$ cat src/rtl/assert_macros.svh
// Assertion macros shared by the FIFO modules.
`ifndef ASSERT_MACROS_SVH
`define ASSERT_MACROS_SVH

// Clocked assertion, switched off while reset is asserted.
`define ASSERT_RST(label, clk, rst_n, prop) \
    label: assert property (@(posedge clk) disable iff (!(rst_n)) (prop)) \
        else $error("assertion failed");

// Clocked assertion that is also checked during reset.
`define ASSERT_ALWAYS(label, clk, prop) \
    label: assert property (@(posedge clk) (prop)) \
        else $error("assertion failed");

`endif

$ cat src/rtl/cfb_pkg.sv
// Package for the circular FIFO: defaults, command codes and the status struct.
`default_nettype none

package cfb_pkg;

    localparam int DEPTH_DEF      = 16;
    localparam int DATA_WIDTH_DEF = 8;

    typedef enum logic [1:0] {
        CMD_PUSH  = 2'd0,
        CMD_POP   = 2'd1,
        CMD_PEEK  = 2'd2,
        CMD_FLUSH = 2'd3
    } t_cmd;

    // Status of one operation, produced by the controller when the word is taken.
    typedef struct packed {
        logic status;
        logic is_empty;
        logic is_full;
        logic rd_hit;
    } t_flags;

endpackage

`default_nettype wire

$ cat src/rtl/cfb_mem.sv
// Storage array of the FIFO with one write port and one registered read port.
`default_nettype none

module cfb_mem
    import cfb_pkg::*;
#(
    parameter int DEPTH      = DEPTH_DEF,
    parameter int DATA_WIDTH = DATA_WIDTH_DEF,
    parameter int AW         = (DEPTH > 1) ? $clog2(DEPTH) : 1
) (
    input  wire logic                  i_clk,
    input  wire logic                  i_we,
    input  wire logic [AW-1:0]         i_waddr,
    input  wire logic [DATA_WIDTH-1:0] i_wdata,
    input  wire logic                  i_re,
    input  wire logic [AW-1:0]         i_raddr,
    output      logic [DATA_WIDTH-1:0] o_rdata
);

    logic [DATA_WIDTH-1:0] r_mem [DEPTH];
    logic [DATA_WIDTH-1:0] r_rdata;

    always_ff @(posedge i_clk) begin
        if (i_we) begin
            r_mem[i_waddr] <= i_wdata;
        end
    end

    // Read data holds while no read is issued, so a stalled result keeps its byte.
    always_ff @(posedge i_clk) begin
        if (i_re) begin
            r_rdata <= r_mem[i_raddr];
        end
    end

    assign o_rdata = r_rdata;

endmodule

`default_nettype wire

$ cat src/rtl/cfb_ctrl.sv
// Position, count and capacity control of the FIFO.
`default_nettype none

`include "assert_macros.svh"

module cfb_ctrl
    import cfb_pkg::*;
#(
    parameter int DEPTH = DEPTH_DEF,
    parameter int AW    = (DEPTH > 1) ? $clog2(DEPTH) : 1,
    parameter int CW    = $clog2(DEPTH + 1)
) (
    input  wire logic          i_clk,
    input  wire logic          i_rst_n,
    input  wire logic          i_acc,
    input  wire t_cmd          i_cmd,
    input  wire logic          i_cfg_we,
    input  wire logic [CW-1:0] i_cfg_wdata,
    output      logic          o_mem_we,
    output      logic [AW-1:0] o_mem_waddr,
    output      logic          o_mem_re,
    output      logic [AW-1:0] o_mem_raddr,
    output      t_flags        o_flags,
    output      logic [CW-1:0] o_occ
);

    localparam logic [CW-1:0] CapMax = CW'(DEPTH);
    localparam logic [CW-1:0] CapMin = CW'(1);

    logic [CW-1:0] r_cap;
    logic [AW-1:0] r_wp, n_wp;
    logic [AW-1:0] r_rp, n_rp;
    logic [CW-1:0] r_count, n_count;

    logic [CW-1:0] w_cap;
    logic [CW-1:0] w_wp_inc;
    logic [CW-1:0] w_rp_inc;
    logic          w_full;
    logic          w_empty;

    always_ff @(posedge i_clk) begin
        if (!i_rst_n) begin
            r_cap   <= CapMax;
            r_wp    <= '0;
            r_rp    <= '0;
            r_count <= '0;
        end else begin
            if (i_cfg_we) begin
                r_cap <= i_cfg_wdata;
            end
            r_wp    <= n_wp;
            r_rp    <= n_rp;
            r_count <= n_count;
        end
    end

    // A capacity of zero acts as one, any value above the storage depth as the depth.
    assign w_cap = (r_cap == '0) ? CapMin : ((r_cap > CapMax) ? CapMax : r_cap);

    assign w_wp_inc = CW'(r_wp) + CapMin;
    assign w_rp_inc = CW'(r_rp) + CapMin;
    assign w_full   = (r_count >= w_cap);
    assign w_empty  = (r_count == '0);

    always_comb begin
        n_wp            = r_wp;
        n_rp            = r_rp;
        n_count         = r_count;
        o_mem_we        = 1'b0;
        o_mem_re        = 1'b0;
        o_flags.status  = 1'b0;
        o_flags.rd_hit  = 1'b0;
        case (i_cmd)
            CMD_PUSH: begin
                if (w_full) begin
                    o_flags.status = 1'b1;
                end else begin
                    o_mem_we = i_acc;
                    if (i_acc) begin
                        n_wp    = (w_wp_inc >= w_cap) ? '0 : w_wp_inc[AW-1:0];
                        n_count = r_count + CapMin;
                    end
                end
            end
            CMD_POP, CMD_PEEK: begin
                if (w_empty) begin
                    o_flags.status = 1'b1;
                end else begin
                    o_mem_re       = i_acc;
                    o_flags.rd_hit = 1'b1;
                    if (i_acc && (i_cmd == CMD_POP)) begin
                        n_rp    = (w_rp_inc >= w_cap) ? '0 : w_rp_inc[AW-1:0];
                        n_count = r_count - CapMin;
                    end
                end
            end
            CMD_FLUSH: begin
                if (i_acc) begin
                    n_wp    = r_rp;
                    n_count = '0;
                end
            end
            default: begin
                n_wp = r_wp;
            end
        endcase
        o_flags.is_empty = (n_count == '0);
        o_flags.is_full  = (n_count >= w_cap);
    end

    assign o_mem_waddr = r_wp;
    assign o_mem_raddr = r_rp;
    assign o_occ       = n_count;

    `ASSERT_RST(a_count_bound, i_clk, i_rst_n, r_count <= CapMax)
    `ASSERT_RST(a_refused_push_keeps, i_clk, i_rst_n,
        (i_acc && (i_cmd == CMD_PUSH) && w_full) |=> $stable(r_count) && $stable(r_wp))
    `ASSERT_RST(a_flush_empties, i_clk, i_rst_n,
        (i_acc && (i_cmd == CMD_FLUSH)) |=> (r_count == '0) && (r_wp == r_rp))

endmodule

`default_nettype wire

$ cat src/rtl/circular_fifo_buffer.sv
// Top level of the circular FIFO: command port, result register and storage.
//
//   channel   direction  handshake            payload
//   command   in         i_valid / o_stall    i_cmd, i_data_in
//   result    out        o_valid / i_stall    o_data_out, o_status, o_is_empty,
//                                             o_is_full, o_occupancy
//   config    in         i_cfg_we             i_cfg_wdata (capacity)
//
// Positions and count are updated at the edge that accepts a command word, and
// the storage read issued at that edge loads the oldest byte into the storage
// read register as the flags enter the result register. With the result side
// free, one word is accepted every cycle; the single result register sets this.
// Reset is synchronous and active low; it empties the FIFO and sets the
// capacity to the full depth, but leaves the storage contents untouched.
// A stalled result holds its word and stalls the command side in turn.
`default_nettype none

`include "assert_macros.svh"

module circular_fifo_buffer
    import cfb_pkg::*;
#(
    parameter int DEPTH      = DEPTH_DEF,
    parameter int DATA_WIDTH = DATA_WIDTH_DEF,
    parameter int AW         = (DEPTH > 1) ? $clog2(DEPTH) : 1,
    parameter int CW         = $clog2(DEPTH + 1)
) (
    input  wire logic                  i_clk,
    input  wire logic                  i_rst_n,
    // Command channel.
    input  wire logic                  i_valid,
    output      logic                  o_stall,
    input  wire logic [1:0]            i_cmd,
    input  wire logic [DATA_WIDTH-1:0] i_data_in,
    // Result channel.
    output      logic                  o_valid,
    input  wire logic                  i_stall,
    output      logic [DATA_WIDTH-1:0] o_data_out,
    output      logic                  o_status,
    output      logic                  o_is_empty,
    output      logic                  o_is_full,
    output      logic [CW-1:0]         o_occupancy,
    // Capacity register.
    input  wire logic                  i_cfg_we,
    input  wire logic [CW-1:0]         i_cfg_wdata
);

    logic                  w_acc;
    logic                  w_mem_we;
    logic [AW-1:0]         w_mem_waddr;
    logic                  w_mem_re;
    logic [AW-1:0]         w_mem_raddr;
    logic [DATA_WIDTH-1:0] w_rdata;
    t_flags                w_flags;
    logic [CW-1:0]         w_occ;

    logic                  r_out_valid, n_out_valid;
    t_flags                r_flags;
    logic [CW-1:0]         r_occ;

    // A new word can enter whenever the result register is empty or being taken.
    assign o_stall = r_out_valid && i_stall;
    assign w_acc   = i_valid && !o_stall;

    cfb_ctrl #(
        .DEPTH (DEPTH),
        .AW    (AW),
        .CW    (CW)
    ) u_ctrl (
        .i_clk       (i_clk),
        .i_rst_n     (i_rst_n),
        .i_acc       (w_acc),
        .i_cmd       (t_cmd'(i_cmd)),
        .i_cfg_we    (i_cfg_we),
        .i_cfg_wdata (i_cfg_wdata),
        .o_mem_we    (w_mem_we),
        .o_mem_waddr (w_mem_waddr),
        .o_mem_re    (w_mem_re),
        .o_mem_raddr (w_mem_raddr),
        .o_flags     (w_flags),
        .o_occ       (w_occ)
    );

    cfb_mem #(
        .DEPTH      (DEPTH),
        .DATA_WIDTH (DATA_WIDTH),
        .AW         (AW)
    ) u_mem (
        .i_clk   (i_clk),
        .i_we    (w_mem_we),
        .i_waddr (w_mem_waddr),
        .i_wdata (i_data_in),
        .i_re    (w_mem_re),
        .i_raddr (w_mem_raddr),
        .o_rdata (w_rdata)
    );

    // The result register holds the flags and count; the byte itself sits in
    // the storage read register, which only changes when a new read is issued.
    always_comb begin
        n_out_valid = r_out_valid;
        if (w_acc) begin
            n_out_valid = 1'b1;
        end else if (!i_stall) begin
            n_out_valid = 1'b0;
        end
    end

    always_ff @(posedge i_clk) begin
        if (!i_rst_n) begin
            r_out_valid <= 1'b0;
        end else begin
            r_out_valid <= n_out_valid;
        end
    end

    always_ff @(posedge i_clk) begin
        if (w_acc) begin
            r_flags <= w_flags;
            r_occ   <= w_occ;
        end
    end

    assign o_valid     = r_out_valid;
    assign o_data_out  = r_flags.rd_hit ? w_rdata : '0;
    assign o_status    = r_flags.status;
    assign o_is_empty  = r_flags.is_empty;
    assign o_is_full   = r_flags.is_full;
    assign o_occupancy = r_occ;

    `ASSERT_RST(a_accept_gives_result, i_clk, i_rst_n, w_acc |=> o_valid)
    `ASSERT_RST(a_empty_matches_count, i_clk, i_rst_n,
        o_valid |-> (o_is_empty == (o_occupancy == '0)))

endmodule

`default_nettype wire
$ cat config.mk
export PLATFORM = sky130hd
export DESIGN_NAME = circular_fifo_buffer
export DESIGN_NICKNAME = d
export VERILOG_FILES = /design/src/rtl/cfb_pkg.sv /design/src/rtl/cfb_mem.sv /design/src/rtl/cfb_ctrl.sv /design/src/rtl/circular_fifo_buffer.sv
export VERILOG_INCLUDE_DIRS = /design/src /design/src/rtl
export SDC_FILE = /design/constraint.sdc
export NUM_CORES = 1
export LEC_CHECK = 0
export ABC_AREA = 1
export BUFFER_PORTS_ARGS = -buffer_cell sky130_fd_sc_hd__buf_2
export CAP_MARGIN = 20
export CORE_MARGIN = 1.5
export CORE_UTILIZATION = 53
export CTS_BUF_LIST = sky130_fd_sc_hd__clkbuf_8
export DETAILED_ROUTE_END_ITERATION = 7
export GPL_TIMING_DRIVEN = 0
export HOLD_SLACK_MARGIN = 0.03
export PLACE_DENSITY = 0.74
export SLEW_MARGIN = 15
export SYNTH_ARGS = -nofsm -noshare
export SYNTH_HDL_FRONTEND = slang
export SYNTH_SLANG_ARGS = --single-unit
$ cat constraint.sdc
create_clock -name i_clk -period 2.9 [get_ports i_clk]
set_clock_uncertainty 0.05 [all_clocks]
set_input_delay 0.145 -clock i_clk [delete_from_list [all_inputs] [get_ports i_clk]]
set_output_delay 0.145 -clock i_clk [all_outputs]
set_load 0.02 [all_outputs]
## Yosys cells after proc, flatten, opt, wreduce, memory -nomap -nowiden

Memories as Yosys holds them, arrays and structs flattened. A register that Yosys moved wholly into a read port is not among the register bits.
Index checks and enable logic that the tools add are counted.

| word-level totals | value |
|---|---|
| flip-flop bits (word level) | 28 |
| bits in writable memories | 128 |
| input port bits | 20 |
| logic and storage cells | 67 |
| memories | 1 |

| operators by class | value |
|---|---|
| $add $sub $neg | 4 |
| order comparisons | 5 |
| equal/unequal tests | 7 |
| multiplexer cells | 27 |
| bitwise logic cells | 1 |
| reductions and logical operators | 12 |

Memory list:

| name | words | bits a word | read ports | clocked after Yosys merged registers in | wr ports | line | RTL |
|---|---|---|---|---|---|---|---|
| u_mem.r_mem | 16 | 8 | 1 | 1 | 1 | cfb_mem.sv:20 | `logic [DATA_WIDTH-1:0] r_mem [DEPTH];` |

Operators by type and width:

| kind | count |
|---|---|
| 2-to-1 mux 5 bit | 7 |
| >= comparator 5 bit | 4 |
| 2-to-1 mux 4 bit | 5 |
| logical NOT 5 bit | 3 |
| one-hot mux 5 bit (3 select lines) | 1 |
| 2-to-1 mux 1 bit | 11 |
| adder 4 x 1 -> 5 bit, second input constant | 2 |
| 2-to-1 mux 8 bit | 1 |
| one-hot mux 4 bit (2 select lines) | 1 |
| != test 2 x 1 -> 1 bit, second input constant | 3 |
| adder 5 x 1 -> 5 bit, second input constant | 1 |
| greater-than comparator 5 bit, second input constant | 1 |
| subtractor 5 x 1 -> 5 bit, second input constant | 1 |
| equality test 2 bit, second input constant | 2 |
| AND reduction 4 bit | 1 |
| logical AND 1 bit | 3 |
| AND reduction 3 bit | 1 |
| equality test 2 x 1 -> 1 bit, second input constant | 1 |
| logical NOT 2 bit | 1 |
| != test 2 bit, second input constant | 1 |
| one-hot mux 1 bit (2 select lines) | 1 |
| nonzero test 2 bit | 1 |
| OR reduction 2 bit | 1 |
| logical NOT 1 bit | 1 |
| inverter 1 bit | 1 |

## Logic depth before layout (Yosys ltp)

| depth | value |
|---|---|
| depth after elaboration | 8 |
| gate-level depth with buffers | 19 |
| gate-level depth less buffers | 19 |

## Hierarchy

From an unflattened synthesis, not the netlist that was laid out.

| unflattened totals | value |
|---|---|
| cells, all modules | 858 |
| area total of the unflattened synthesis | 8042.7 sq um |

Modules (own cells, without submodules):

| module | times used | cells an instance | area each (sq um) | seq. area each (sq um) |
|---|---|---|---|---|
| cfb_mem | 1 | 551 | 5846.9 | 4083.9 |
| cfb_ctrl | 1 | 274 | 1816.7 | 360.3 |
| circular_fifo_buffer | 1 | 33 | 379.1 | 290.3 |

## Least setup slack after synthesis

Ideal clock, no wire load.

| path | value |
|---|---|
| path kind | register to register |
| from | reg u_ctrl.r_cap[0] |
| to | mem u_mem.r_mem[15][0] (netlist bit), enable pin |
| library setup time | 0.383 ns |
| arrival time | 2.623 ns |
| required time | 2.467 ns |
| setup slack | -0.156 ns |
| stages on the path, launching flop included | 11 |
| buffers on the path | 0 |
| clock period less this slack | 3.056 ns |
| cells stage by stage | dfxtp_1 > or4_1 > o21ai_0 > ha_1 > inv_1 > nand2_1 > nand2_2 > nand3_4 > nor3_4 > inv_1 > nor3_1 |

| on the way | value |
|---|---|
| word-level cells in the longest chain between the ends | 8 |

Ends and longest elaborated chain:

| element | line | RTL |
|---|---|---|
| start: declaration | cfb_ctrl.sv:30 | `logic [CW-1:0] r_cap;` |
| start signal: assignment | cfb_ctrl.sv:43 | `r_cap <= CapMax;` |
| start signal: assignment | cfb_ctrl.sv:49 | `r_cap <= i_cfg_wdata;` |
| greater-than comparator 5 bit | cfb_ctrl.sv:58 | `assign w_cap = (r_cap == '0) ? CapMin : ((r_cap > CapMax) ? CapMax : r_cap);` |
| 2-to-1 mux 5 bit | cfb_ctrl.sv:58 |  |
| 2-to-1 mux 5 bit (*) | cfb_ctrl.sv:58 |  |
| >= comparator 5 bit (*) | cfb_ctrl.sv:62 | `assign w_full = (r_count >= w_cap);` |
| 2-to-1 mux 1 bit (*) | cfb_ctrl.sv:75 | `if (w_full) begin` |
| 2-to-1 mux 1 bit (*) | cfb_ctrl.sv:73 | `case (i_cmd)` |
| 2-to-1 mux 1 bit (*) | cfb_mem.sv:24 | `if (i_we) begin` |
| 2-to-1 mux 1 bit (implied by the code) (*) | cfb_mem.sv:25 | `r_mem[i_waddr] <= i_wdata;` |
| end: declaration | cfb_mem.sv:20 |  |

Every way passes the cells marked *; elsewhere a longest branch is shown, timed or not.

## Final worst setup path

| path | value |
|---|---|
| from | reg u_ctrl.r_cap[1] |
| to | mem u_mem.r_mem[11][3] (netlist bit), enable pin |

The elaborated chain is that of the path after synthesis.

==> out/results.tsv <==
metric	value	unit
max_freq	320	MHz
slowest_stage	or4_4	
final.min_clock_period	3130	ps
initial_core_util	54.3	%
ctsHtreeMaxLevel	4	
vias	5647	
antennaDiodeCount	0	
cpPeakStageDelay	580	ps
yosys.area.top_type_share	57.5	%
crit_type	reg2reg	
cts-root-buf	clkbuf_8	
cp-start-kind	register	
synth_top_family_by_area	simple AND/OR/NAND/NOR gates	
syn_area_per_cell	11.4	µm²
synth_compound_area_share	10.2	%
comb_power_share	13.2	%
intPower	3.56	mW
power.switching	1.35	mW
power_frac_clock	32.9	%
io_pins	38	
hold_class	in2reg	
crit_path_max_fanout	5	
grt_pass1_vias	5515	
gp_congestion	0.960	
area_growth	21.7	%
max-clock-path-buffers	2	
worst_slack	-226	ps
grt_pass1_wl	28.8	mm
routedWlPerCell	20.3	µm
syn-cell-area	0.00757	mm²
hold_viol_final	0	
seqPwrFrac	53.9	%
slew_violations	0	
drive_gt1_share	23.7	%
ant_nets	0	
drc	0	
synth-seq-area-share	62.6	%
cpMostUsedCell	nand2_4	
die_area	0.0150	mm²
synth_edf_count	145	
cts_buffers	17	
synthArstFlopShare	0	%
ys_types	37	
fillers	990	
die_x	123	µm
dp.final_hpwl	12.2	mm
core_area	0.0139	mm²
worstPathCellList	or4_4, nand2_4, nand2_4, ha_4, nand2_4, inv_2, nand2_4, nand3_4, nor3_4, clkinvlp_4, buf_6, nor3_4, buf_6	
cp.required	3050	ps
worst_slew_pin_slew	743	ps
maxSlewHeadroom	50.3	%
grt_overflow_total	0	
status	finished with violations	
crit_path_end_kind	register	
die_y	123	µm
rsz0062_at_grt	yes	
fin_util	66.1	%
antenna_found_initial	0	
irDropWorstVdd	0.386	mV
synth_ff_type	edfxtp_1	
maxCapViolations	0	
drt_wl_total	19.5	mm
viasPerCell	5.89	
synth_fa_ha_area_share	5.29	%
nets	818	
synthXorXnorAreaFrac	0.926	%
clock_latency	480	ps
synth.largest_area_cell	edfxtp_1	
port-buffer-count	36	
cts_tree	done	
muxShareOfSynthArea	2.91	%
synth-simple-area-share	13.3	%
netlist_top_cells_area	edfxtp_1 58%, ha_1 5.3%, dfxtp_1 5.0%, nor2_1 4.3%, nand2_1 4.2%	
clkTransAtPathRegs	90	ps
ys_ff_latch	164	
critPathArrivalTime	3280	ps
violations	negative setup slack	
p_leak	3.55	nW
yosys-top-cells-count	145 x edfxtp_1, 86 x nor2_1, 85 x nand2_1, 49 x inv_1, 41 x o21ai_0	
power.total	4.91	mW
powerDensity	533	mW/mm²
setup_viol	129	
swShare	27.4	%
grt_use_total	26.5	%
yosysMostFrequentCell	edfxtp_1	
syn-num-nets	714	
drtPass1Iterations	5	
grt_max_degree	17	
clkSinkCount	164	
place_worst_setup_slack	-975	ps
drt_iter0_markers	650	
rows	43	
syn_inst	662	
min_period_over_period	108	%
yosys_warnings	0	
## kinds of logic (layout without fill, tap and decap cells)
group,count (synthesis),count (layout)
buffers and inverters,84,201
XOR/XNOR,8,8
flip-flops,164,164
multiplexers,22,22
adder cells (fa/ha/maj),32,32
AO/OA/AOI/OAI,121,121
AND/OR/NAND/NOR,231,231
## worst paths after layout
check	slack, ps	cells after the start	start	endpoint
min	40	1	i_data_in[3]	u_mem.r_mem[8][3]
min reg2reg	450	2	o_valid	o_valid
max	-230	13	u_ctrl.r_cap[1]	u_mem.r_mem[11][3]
max reg2reg	-230	13	u_ctrl.r_cap[1]	u_mem.r_mem[11][3]
## final cells by class
type / instances / area (µm²) / area share [%]
Inverter: 55 / 210 / 2.28
Buffer: 28 / 161 / 1.75
Timing Repair Buffer: 86 / 693 / 7.53
Tap cell: 180 / 225 / 2.45
Clock inverter: 15 / 145 / 1.58
Clock buffer: 17 / 234 / 2.54
Multi-Input combinational cell: 414 / 2800 / 30.4
Sequential cell: 164 / 4740 / 51.4
## what timing repair did
item,in CTS,in global routing
pin swaps,26,29
resized for setup,38,47
hold endpoints to repair,86,0
setup buffers,13,14
hold buffers,21,0
setup endpoints to repair,129,131
## flip-flops by register name, summed over array words and instances, names as in the netlist
name	flops
o_is_empty	1
o_is_full	1
o_occupancy	5
o_status	1
o_valid	1
r_flags	1
u_ctrl.o_mem_raddr	4
u_ctrl.o_mem_waddr	4
u_ctrl.r_cap	5
u_ctrl.r_count	5
u_mem.o_rdata	8
u_mem.r_mem	128
## per-layer routing
layer	share of wire, %	GRT usage (%)	up-vias
li1	-	-	2579
met1	38	32.6	2683
met2	49	42.0	310
met3	9.3	8.41	75
met4	3.8	13.3	0
met5	0	2.08	-
## power by group through the flow
stage               clock network, mW  logic (mW)  registers (mW)
global route                     1.72       0.704            2.65
global placement                    0       0.449            2.69
CTS                              1.62       0.534            2.64
floorplan                           0       0.303            2.71
detailed placement                  0       0.470            2.69
finish                           1.61       0.647            2.64
## cell usage in the layout, fill, tap and decap left out, types with 19 or more instances in the layout
cell type / n
ha_1: 26
edfxtp_1: 145
o21ai_0: 40
a21oi_1: 22
inv_1: 46
mux2i_1: 22
nand2_1: 72
nor2_1: 74
nand3_1: 29
dlygate4sd3_1: 21
buf_4: 19
buf_2: 48
o221ai_1: 22
## worst max-delay path: cells and delay by family (launching register included)
| kind | cells | cell delay [ps] |
|---|---|---|
| AND/OR/NAND/NOR | 8 | 1570 |
| adder cells (fa/ha/maj) | 1 | 260 |
| buffers and inverters | 4 | 640 |
| flip-flops | 1 | 340 |
## per-stage QoR
step	hold WS, ps	std cells	cell area, µm²	TNS, ps
global placement	305	878	7970	-70850
global route	34.4	959	9210	-24080
finish	40.0	959	9210	-14010
floorplan	194	662	7570	-1750
CTS	31.4	945	8840	-15560
detailed placement	325	879	7980	-84640
Power figures use the tool's default switching activity.
